$ cat config.mk
export PLATFORM = sky130hd
export DESIGN_NAME = utc_to_local_hour_with_dst_core
export DESIGN_NICKNAME = d
export VERILOG_FILES = /design/src/rtl/core/utld_pkg.sv /design/src/rtl/core/utc_to_local_hour_with_dst_core.sv /design/src/rtl/core/utld_calc.sv
export VERILOG_INCLUDE_DIRS = /design/src /design/src/rtl/core
export SDC_FILE = /design/constraint.sdc
export NUM_CORES = 1
export LEC_CHECK = 0
export BUFFER_PORTS_ARGS = -buffer_cell sky130_fd_sc_hd__clkbuf_2
export CORE_AREA = 2 2 63 125
export CTS_BUF_LIST = sky130_fd_sc_hd__clkbuf_2 sky130_fd_sc_hd__clkbuf_4 sky130_fd_sc_hd__clkbuf_8
export CTS_CLUSTER_SIZE = 40
export DETAILED_ROUTE_END_ITERATION = 7
export DIE_AREA = 0 0 65 127
export PLACE_DENSITY = 0.74
export SLEW_MARGIN = 20
export SYNTH_ARGS = -nofsm -noshare
export SYNTH_HDL_FRONTEND = slang
export SYNTH_HIERARCHICAL = 1
export SYNTH_SLANG_ARGS = --single-unit
$ cat constraint.sdc
create_clock -name clk -period 31.1 [get_ports clk]
set_input_delay 4.665 -clock clk [delete_from_list [all_inputs] [get_ports clk]]
set_output_delay 4.665 -clock clk [all_outputs]
set_load 0.005 [all_outputs]
$ cat src/rtl/core/utc_to_local_hour_with_dst_core_macros.svh
// ----------------------------------------------------------------------------
// UTC to local hour core: assertion macros
// Shared concurrent assertion forms, clocked on clk and idle during reset.
// ----------------------------------------------------------------------------
`ifndef UTC_TO_LOCAL_HOUR_WITH_DST_CORE_MACROS_SVH
`define UTC_TO_LOCAL_HOUR_WITH_DST_CORE_MACROS_SVH

// Consequent must hold in the same cycle as the antecedent.
`define UTLD_ASSERT_SAME(label, ante, cons, msg) \
    label: assert property (@(posedge clk) disable iff (!rst_n) (ante) |-> (cons)) \
        else $error(msg);

// Consequent must hold in the cycle after the antecedent.
`define UTLD_ASSERT_NEXT(label, ante, cons, msg) \
    label: assert property (@(posedge clk) disable iff (!rst_n) (ante) |=> (cons)) \
        else $error(msg);

`endif

$ cat src/rtl/core/utld_pkg.sv
// ----------------------------------------------------------------------------
// UTC to local hour package
// Field widths, calendar constants and shared types of the conversion core.
// ----------------------------------------------------------------------------
`default_nettype none

package utld_pkg;

    // Field widths
    localparam int HOUR_W   = 5;
    localparam int DAY_W    = 5;
    localparam int MONTH_W  = 4;
    localparam int YEAR_W   = 7;
    localparam int OFFSET_W = 5;

    // Stream payload widths, padded to whole bytes
    localparam int IN_DATA_W  = 24;
    localparam int OUT_DATA_W = 8;

    // Configuration register indexes
    localparam logic REG_ZONE_OFFSET = 1'b0;
    localparam logic REG_DST_ENABLE  = 1'b1;

    // Calendar constants
    localparam logic signed [OFFSET_W-1:0] OFFSET_MIN = -5'sd12;
    localparam logic signed [OFFSET_W-1:0] OFFSET_MAX = 5'sd14;
    localparam logic [HOUR_W-1:0]  LAST_HOUR       = 5'd23;
    localparam logic [HOUR_W-1:0]  DST_SWITCH_HOUR = 5'd2;
    localparam logic [MONTH_W-1:0] MONTH_JAN = 4'd1;
    localparam logic [MONTH_W-1:0] MONTH_FEB = 4'd2;
    localparam logic [MONTH_W-1:0] MONTH_MAR = 4'd3;
    localparam logic [MONTH_W-1:0] MONTH_APR = 4'd4;
    localparam logic [MONTH_W-1:0] MONTH_OCT = 4'd10;
    localparam logic [MONTH_W-1:0] MONTH_NOV = 4'd11;
    localparam logic [MONTH_W-1:0] MONTH_DEC = 4'd12;

    // One input item
    typedef struct packed {
        logic [YEAR_W-1:0]  year_low;
        logic [MONTH_W-1:0] month;
        logic [DAY_W-1:0]   day;
        logic [HOUR_W-1:0]  hour;
    } utld_item_t;

    // Conversion result
    typedef struct packed {
        logic [HOUR_W-1:0] local_hour;
        logic              dst_on;
    } utld_calc_t;

endpackage

`default_nettype wire

$ cat src/rtl/core/utc_to_local_hour_with_dst_core.sv
// ----------------------------------------------------------------------------
// UTC to local hour with US daylight saving
// Converts a UTC hour and date to the local hour for a whole-hour zone.
// ----------------------------------------------------------------------------
// Each request (UTC hour, day, month, year 2000 plus two digits) yields one local
// hour: it lands in an input register, passes one pass of calendar logic (offset,
// day carry, weekday, DST window) and is caught in the result register. One request
// is taken every cycle while the output is not stalled; the input register advances
// whenever the result register is empty or being read, so a stalled output holds up
// to two requests before tready drops. The user must write the zone offset and DST
// enable through the configuration port only while no request is in flight; the
// block does not enforce this.
`default_nettype none
`include "utc_to_local_hour_with_dst_core_macros.svh"

module utc_to_local_hour_with_dst_core
    import utld_pkg::*;
(
    input  logic                  clk,
    input  logic                  rst_n,
    // Configuration write port
    input  logic                  cfg_we,
    input  logic                  cfg_index,
    input  logic [OFFSET_W-1:0]   cfg_wdata,
    // Request stream
    input  logic                  s_axis_tvalid,
    output logic                  s_axis_tready,
    // [4:0] utc_hour, [9:5] utc_day, [13:10] utc_month, [20:14] utc_year_low
    input  logic [IN_DATA_W-1:0]  s_axis_tdata,
    // Result stream
    output logic                  m_axis_tvalid,
    input  logic                  m_axis_tready,
    // [4:0] local_hour
    output logic [OUT_DATA_W-1:0] m_axis_tdata
);

    logic signed [OFFSET_W-1:0] zone_offset_reg;
    logic                       dst_enable_reg;
    logic                       s1_valid_reg;
    logic                       s1_valid_next;
    utld_item_t                 s1_item_reg;
    logic                       out_valid_reg;
    logic                       out_valid_next;
    logic [HOUR_W-1:0]          out_hour_reg;
    logic                       s1_move;
    logic                       in_take;
    utld_item_t                 in_item;
    utld_calc_t                 calc_res;

    // Configuration registers.
    always_ff @(posedge clk or negedge rst_n)
    begin
        if (!rst_n)
        begin
            zone_offset_reg <= '0;
            dst_enable_reg  <= 1'b0;
        end
        else if (cfg_we)
        begin
            unique case (cfg_index)
                REG_ZONE_OFFSET: zone_offset_reg <= $signed(cfg_wdata);
                REG_DST_ENABLE:  dst_enable_reg  <= cfg_wdata[0];
                default:         ;
            endcase
        end
    end

    // Pipeline flow control.
    assign s1_move       = s1_valid_reg && (!out_valid_reg || m_axis_tready);
    assign s_axis_tready = !s1_valid_reg || s1_move;
    assign in_take       = s_axis_tvalid && s_axis_tready;
    assign s1_valid_next = in_take || (s1_valid_reg && !s1_move);
    assign out_valid_next = s1_move || (out_valid_reg && !m_axis_tready);

    // Unpack the request.
    assign in_item.hour     = s_axis_tdata[4:0];
    assign in_item.day      = s_axis_tdata[9:5];
    assign in_item.month    = s_axis_tdata[13:10];
    assign in_item.year_low = s_axis_tdata[20:14];

    // Valid bits.
    always_ff @(posedge clk or negedge rst_n)
    begin
        if (!rst_n)
        begin
            s1_valid_reg  <= 1'b0;
            out_valid_reg <= 1'b0;
        end
        else
        begin
            s1_valid_reg  <= s1_valid_next;
            out_valid_reg <= out_valid_next;
        end
    end

    // Input and result payload registers.
    always_ff @(posedge clk)
    begin
        if (in_take)
        begin
            s1_item_reg <= in_item;
        end
        if (s1_move)
        begin
            out_hour_reg <= calc_res.local_hour;
        end
    end

    // Conversion logic between the two registers.
    utld_calc u_calc (
        .item        (s1_item_reg),
        .zone_offset (zone_offset_reg),
        .dst_enable  (dst_enable_reg),
        .res         (calc_res)
    );

    assign m_axis_tvalid = out_valid_reg;
    assign m_axis_tdata  = {{(OUT_DATA_W-HOUR_W){1'b0}}, out_hour_reg};

    // Checks on the pipeline and the conversion.
    `UTLD_ASSERT_SAME(a_hour_range, m_axis_tvalid, (out_hour_reg <= LAST_HOUR), "local hour above 23")
    `UTLD_ASSERT_SAME(a_dst_gated, s1_valid_reg && !dst_enable_reg, !calc_res.dst_on, "DST applied while disabled")
    `UTLD_ASSERT_NEXT(a_stage_move, s1_move, m_axis_tvalid, "moved request lost before output")
    `UTLD_ASSERT_SAME(a_no_overrun, in_take && s1_valid_reg, s1_move, "input register overwritten")

endmodule

`default_nettype wire

$ cat src/rtl/core/utld_calc.sv
// ----------------------------------------------------------------------------
// UTC to local hour calculation
// Single-pass logic: zone offset, one-day date carry, weekday and US DST rule.
// ----------------------------------------------------------------------------
`default_nettype none

module utld_calc
    import utld_pkg::*;
(
    input  utld_item_t                   item,
    input  logic signed [OFFSET_W-1:0]   zone_offset,
    input  logic                         dst_enable,
    output utld_calc_t                   res
);

    // Gregorian leap year over 1999..2128, given as year minus 2000.
    function automatic logic is_leap(input logic signed [8:0] yy);
        return (yy[1:0] == 2'b00) && (yy != 9'sd100);
    endfunction

    // Month length; a month outside 1..12 counts as 30 days.
    function automatic logic [4:0] days_of(input logic [MONTH_W-1:0] m, input logic leap);
        logic [4:0] len;
        case (m) inside
            MONTH_FEB:                         len = leap ? 5'd29 : 5'd28;
            4'd4, 4'd6, 4'd9, 4'd11:           len = 5'd30;
            4'd1, 4'd3, 4'd5, 4'd7, 4'd8,
            4'd10, 4'd12:                      len = 5'd31;
            default:                           len = 5'd30;
        endcase
        return len;
    endfunction

    // Remainder by seven by folding octal digits, since 8 is 1 modulo 7.
    function automatic logic [2:0] mod7(input logic [7:0] x);
        logic [4:0] f1;
        logic [3:0] f2;
        f1 = {2'b00, x[2:0]} + {2'b00, x[5:3]} + {3'b000, x[7:6]};
        f2 = {1'b0, f1[2:0]} + {2'b00, f1[4:3]};
        return (f2 >= 4'd7) ? 3'(f2 - 4'd7) : f2[2:0];
    endfunction

    logic signed [OFFSET_W-1:0] off_c;
    logic signed [6:0]          hour_sum;
    logic signed [6:0]          hour_up;
    logic signed [6:0]          hour_dn;
    logic signed [8:0]          yy_in;
    logic signed [8:0]          yy_prev;
    logic [MONTH_W-1:0]         month_prev;
    logic [4:0]                 dim_in;
    logic [4:0]                 dim_prev;
    logic [5:0]                 day_inc;
    logic [HOUR_W-1:0]          hour_std;
    logic [5:0]                 day_adj;
    logic [MONTH_W-1:0]         month_adj;
    logic signed [8:0]          yy_adj;
    logic [7:0]                 wd_sum;
    logic [2:0]                 first_wd;
    logic [3:0]                 first_sun;
    logic [4:0]                 second_sun;
    logic                       in_window;

    // Clamp the offset and add it to the hour.
    assign off_c = (zone_offset < OFFSET_MIN) ? OFFSET_MIN :
                   (zone_offset > OFFSET_MAX) ? OFFSET_MAX : zone_offset;
    assign hour_sum = $signed({2'b00, item.hour}) + $signed({{2{off_c[OFFSET_W-1]}}, off_c});
    assign hour_up  = hour_sum + 7'sd24;
    assign hour_dn  = hour_sum - 7'sd24;

    // Neighbor dates for the carry in either direction.
    assign yy_in      = $signed({2'b00, item.year_low});
    assign month_prev = (item.month <= MONTH_JAN) ? MONTH_DEC : item.month - 4'd1;
    assign yy_prev    = (item.month <= MONTH_JAN) ? yy_in - 9'sd1 : yy_in;
    assign dim_in     = days_of(item.month, is_leap(yy_in));
    assign dim_prev   = days_of(month_prev, is_leap(yy_prev));
    assign day_inc    = {1'b0, item.day} + 6'd1;

    // Local standard date and hour.
    always_comb
    begin
        hour_std  = hour_sum[HOUR_W-1:0];
        day_adj   = {1'b0, item.day};
        month_adj = item.month;
        yy_adj    = yy_in;
        if (hour_sum < 7'sd0)
        begin
            hour_std = hour_up[HOUR_W-1:0];
            if (item.day <= 5'd1)
            begin
                day_adj   = {1'b0, dim_prev};
                month_adj = month_prev;
                yy_adj    = yy_prev;
            end
            else
            begin
                day_adj = {1'b0, item.day} - 6'd1;
            end
        end
        else if (hour_sum >= 7'sd24)
        begin
            hour_std = hour_dn[HOUR_W-1:0];
            if (day_inc > {1'b0, dim_in})
            begin
                day_adj = 6'd1;
                if (item.month >= MONTH_DEC)
                begin
                    month_adj = MONTH_JAN;
                    yy_adj    = yy_in + 9'sd1;
                end
                else
                begin
                    month_adj = item.month + 4'd1;
                end
            end
            else
            begin
                day_adj = day_inc;
            end
        end
    end

    // Weekday of the first of March or November; both share month key 2, and the
    // century terms of years 2000..2128 fold into the constant.
    assign wd_sum     = yy_adj[7:0] + {2'b00, yy_adj[7:2]} + 8'd3
                        - {7'd0, (yy_adj >= 9'sd100)};
    assign first_wd   = mod7(wd_sum);
    assign first_sun  = (first_wd == 3'd0) ? 4'd1 : 4'd8 - {1'b0, first_wd};
    assign second_sun = {1'b0, first_sun} + 5'd7;

    // US rule on local standard time.
    always_comb
    begin
        case (month_adj) inside
            MONTH_MAR:
                in_window = (day_adj > {1'b0, second_sun}) ||
                            ((day_adj == {1'b0, second_sun}) && (hour_std >= DST_SWITCH_HOUR));
            [MONTH_APR:MONTH_OCT]:
                in_window = 1'b1;
            MONTH_NOV:
                in_window = (day_adj < {2'b00, first_sun}) ||
                            ((day_adj == {2'b00, first_sun}) && (hour_std < DST_SWITCH_HOUR));
            default:
                in_window = 1'b0;
        endcase
    end

    // Add the daylight hour with wrap.
    always_comb
    begin
        res.dst_on = dst_enable && in_window;
        if (res.dst_on)
        begin
            res.local_hour = (hour_std == LAST_HOUR) ? '0 : hour_std + 5'd1;
        end
        else
        begin
            res.local_hour = hour_std;
        end
    end

endmodule

`default_nettype wire
==> flow_summary.yaml <==
die:
  core_region_area_um2: 7210
  num_rows: 44
  ioPinCount: 45
  fp.dieW_um: 65
  dieArea_um2: 8260
  die_y_um: 127
  start_util: 0.545
synth:
  yosys_most_used_dff: "edfxtp_1"
  syn_area_um2: 3930
  synth.distinct_cells: 71
  yosys-top-cells-area: "edfxtp_1, ha_1, dfrtp_1"
  yosysMostFrequentCell: "ha_1"
  yosysWarnings: 6
  synthArstFlopShare: 0.235
  yosys.area.top_type: "edfxtp_1"
  synth_commonest_cells: "ha_1, inv_1, nor2_1"
  avgSynthCellArea_um2: 8.98
  ys_ff_latch: 34
  synthCells: 438
  synth_edf_count: 26
  ys_seq_area_frac: 0.249
  synth_top_area_share: 0.198
timing:
  post-route-period-util: 0.407
  rsz0062_at_grt: "false"
  tns_ns: 0
  setup_violations: 0
  finalCriticalPeriod_ns: 12.65
  worst_pin_slew_ns: 0.968
  max_freq_mhz: 79.0
  report.final.slew_viol_count: 0
  slew-limit-headroom: 0.355
  finClkSkew_ns: 0.00561
  worst_slack_ns: 18.45
  hold_viol_final: 0
setup_path:
  end_kind: "flop"
  crit_family: "adder cells"
  crit_cells: 59
  slowest_delay_ns: 0.57
  startpoint_type: "flop"
  crit_fanout: 12
  arrival_ns: 12.70
  crit_type: "reg2reg"
  critPathSlowestCell: "nor4_1"
  cp_common_cell: "ha_1"
  reg2reg_depth: 59
  cp.required_ns: 31.15
  critPathBufInv: 6
layout:
  area_growth_pct: 8.49
  nNetsFinal: 561
  layout-drive-gt1-share: 0.143
  largest_reg_flops: 21
  finalCoreUtilization: 0.592
  antenna_cells: 0
clock_tree:
  cts_max_level: 2
  cts_buffers: 5
  clock_sinks: 34
  clk_latency_ns: 0.30
  cts_buffer_depth: 2
  post_cts_buffers: 0
  cts_resized: 0
  cts_tree: "yes"
  postCtsHoldBufs: 0
  clk_pin_slew_ns: 0.07
  cts-root-buf: "clkbuf_8"
grt:
  grt_pass1_wl_mm: 15.2
  grt_overflow: 0
  grt_usage: 0.232
  grt_max_degree: 22
  grt_pass1_vias: 3557
  antenna_found_initial: 0
worst_hold_path:
  hp-class: "reg2reg"
  hold-path-cell-count: 1
routing:
  wl_mm: 9.09
  drt_first_pass_iters: 4
  ant_nets: 0
  drtIter0Drc: 191
  vias: 3462
  vias_per_cell: 6.16
  route.detailed.drc: 0
  avgRoutedWirePerCell_um: 16.2
placement:
  gp_congestion: 0.890
  io_buffers: 38
  dp_slack_ns: 18.55
  place_hpwl_mm: 7.29
flow_run:
  drv_cap: 0
status:
  status: "complete, no violations"
[area by class of cell]
type / instances / area (µm²)
Timing Repair Buffer: 41 / 213
Clock inverter: 3 / 16.3
Inverter: 38 / 143
Fill cell: 679 / 2940
Sequential cell: 34 / 981
Tap cell: 92 / 115
Clock buffer: 5 / 68.8
Multi-Input combinational cell: 349 / 2730
[cells by family (layout without fill, tap and decap cells)]
logic type / Yosys count / after routing / share of synthesized area
xor+xnor: 28 / 28 / 0.0643
other cells: 1 / 3 / 0.000953
compound gates: 108 / 108 / 0.195
flops: 34 / 34 / 0.249
simple gates: 137 / 137 / 0.188
buf+inv: 57 / 87 / 0.0582
mux: 16 / 16 / 0.0483
fa+ha+maj: 57 / 57 / 0.197
[metrics by stage]
stage / cells / hold slack [ns] / instance area (µm²)
2_1_floorplan: 440 / 0.449 / 3940
3_3_place_gp: 554 / 0.465 / 4180
3_5_place_dp: 554 / 0.474 / 4180
4_1_cts: 562 / 0.494 / 4270
5_1_grt: 562 / 0.516 / 4270
6_report: 562 / 0.497 / 4270
[per-layer routing]
layer,up-vias,routed length [µm],GRT usage
met3,32,270,0.0317
li1,1668,-,-
met2,102,5390,0.475
met4,0,391,0.141
met5,-,0,0
met1,1660,3040,0.196
[cells in the final DEF (no fill, tap or decap), types with 10 or more instances in the layout]
cell | Yosys | routed
a21oi_1 | 20 | 20
clkbuf_2 | 0 | 38
edfxtp_1 | 26 | 26
ha_1 | 49 | 49
inv_1 | 38 | 38
nand2_1 | 19 | 19
nand2b_1 | 12 | 12
nand3_1 | 14 | 14
nor2_1 | 31 | 31
nor2b_1 | 10 | 10
nor3_1 | 12 | 12
o21ai_0 | 18 | 18
xnor2_1 | 18 | 18
[worst paths after layout]
kind,from,endpoint,slack (ns)
setup reg to reg,zone_offset_reg[3],out_hour_reg[4],18.45
max in group asynchronous,rst_n,zone_offset_reg[4],26.71
setup / recovery,zone_offset_reg[3],out_hour_reg[4],18.45
hold reg to reg,s1_valid_reg,m_axis_tvalid,0.50
min in group asynchronous,rst_n,s1_valid_reg,4.20
hold / removal,s1_valid_reg,m_axis_tvalid,0.50
Power is left out: the tool's default activity adds up to more than one toggle a clock period on the data nets, which glitch-free logic cannot reach.
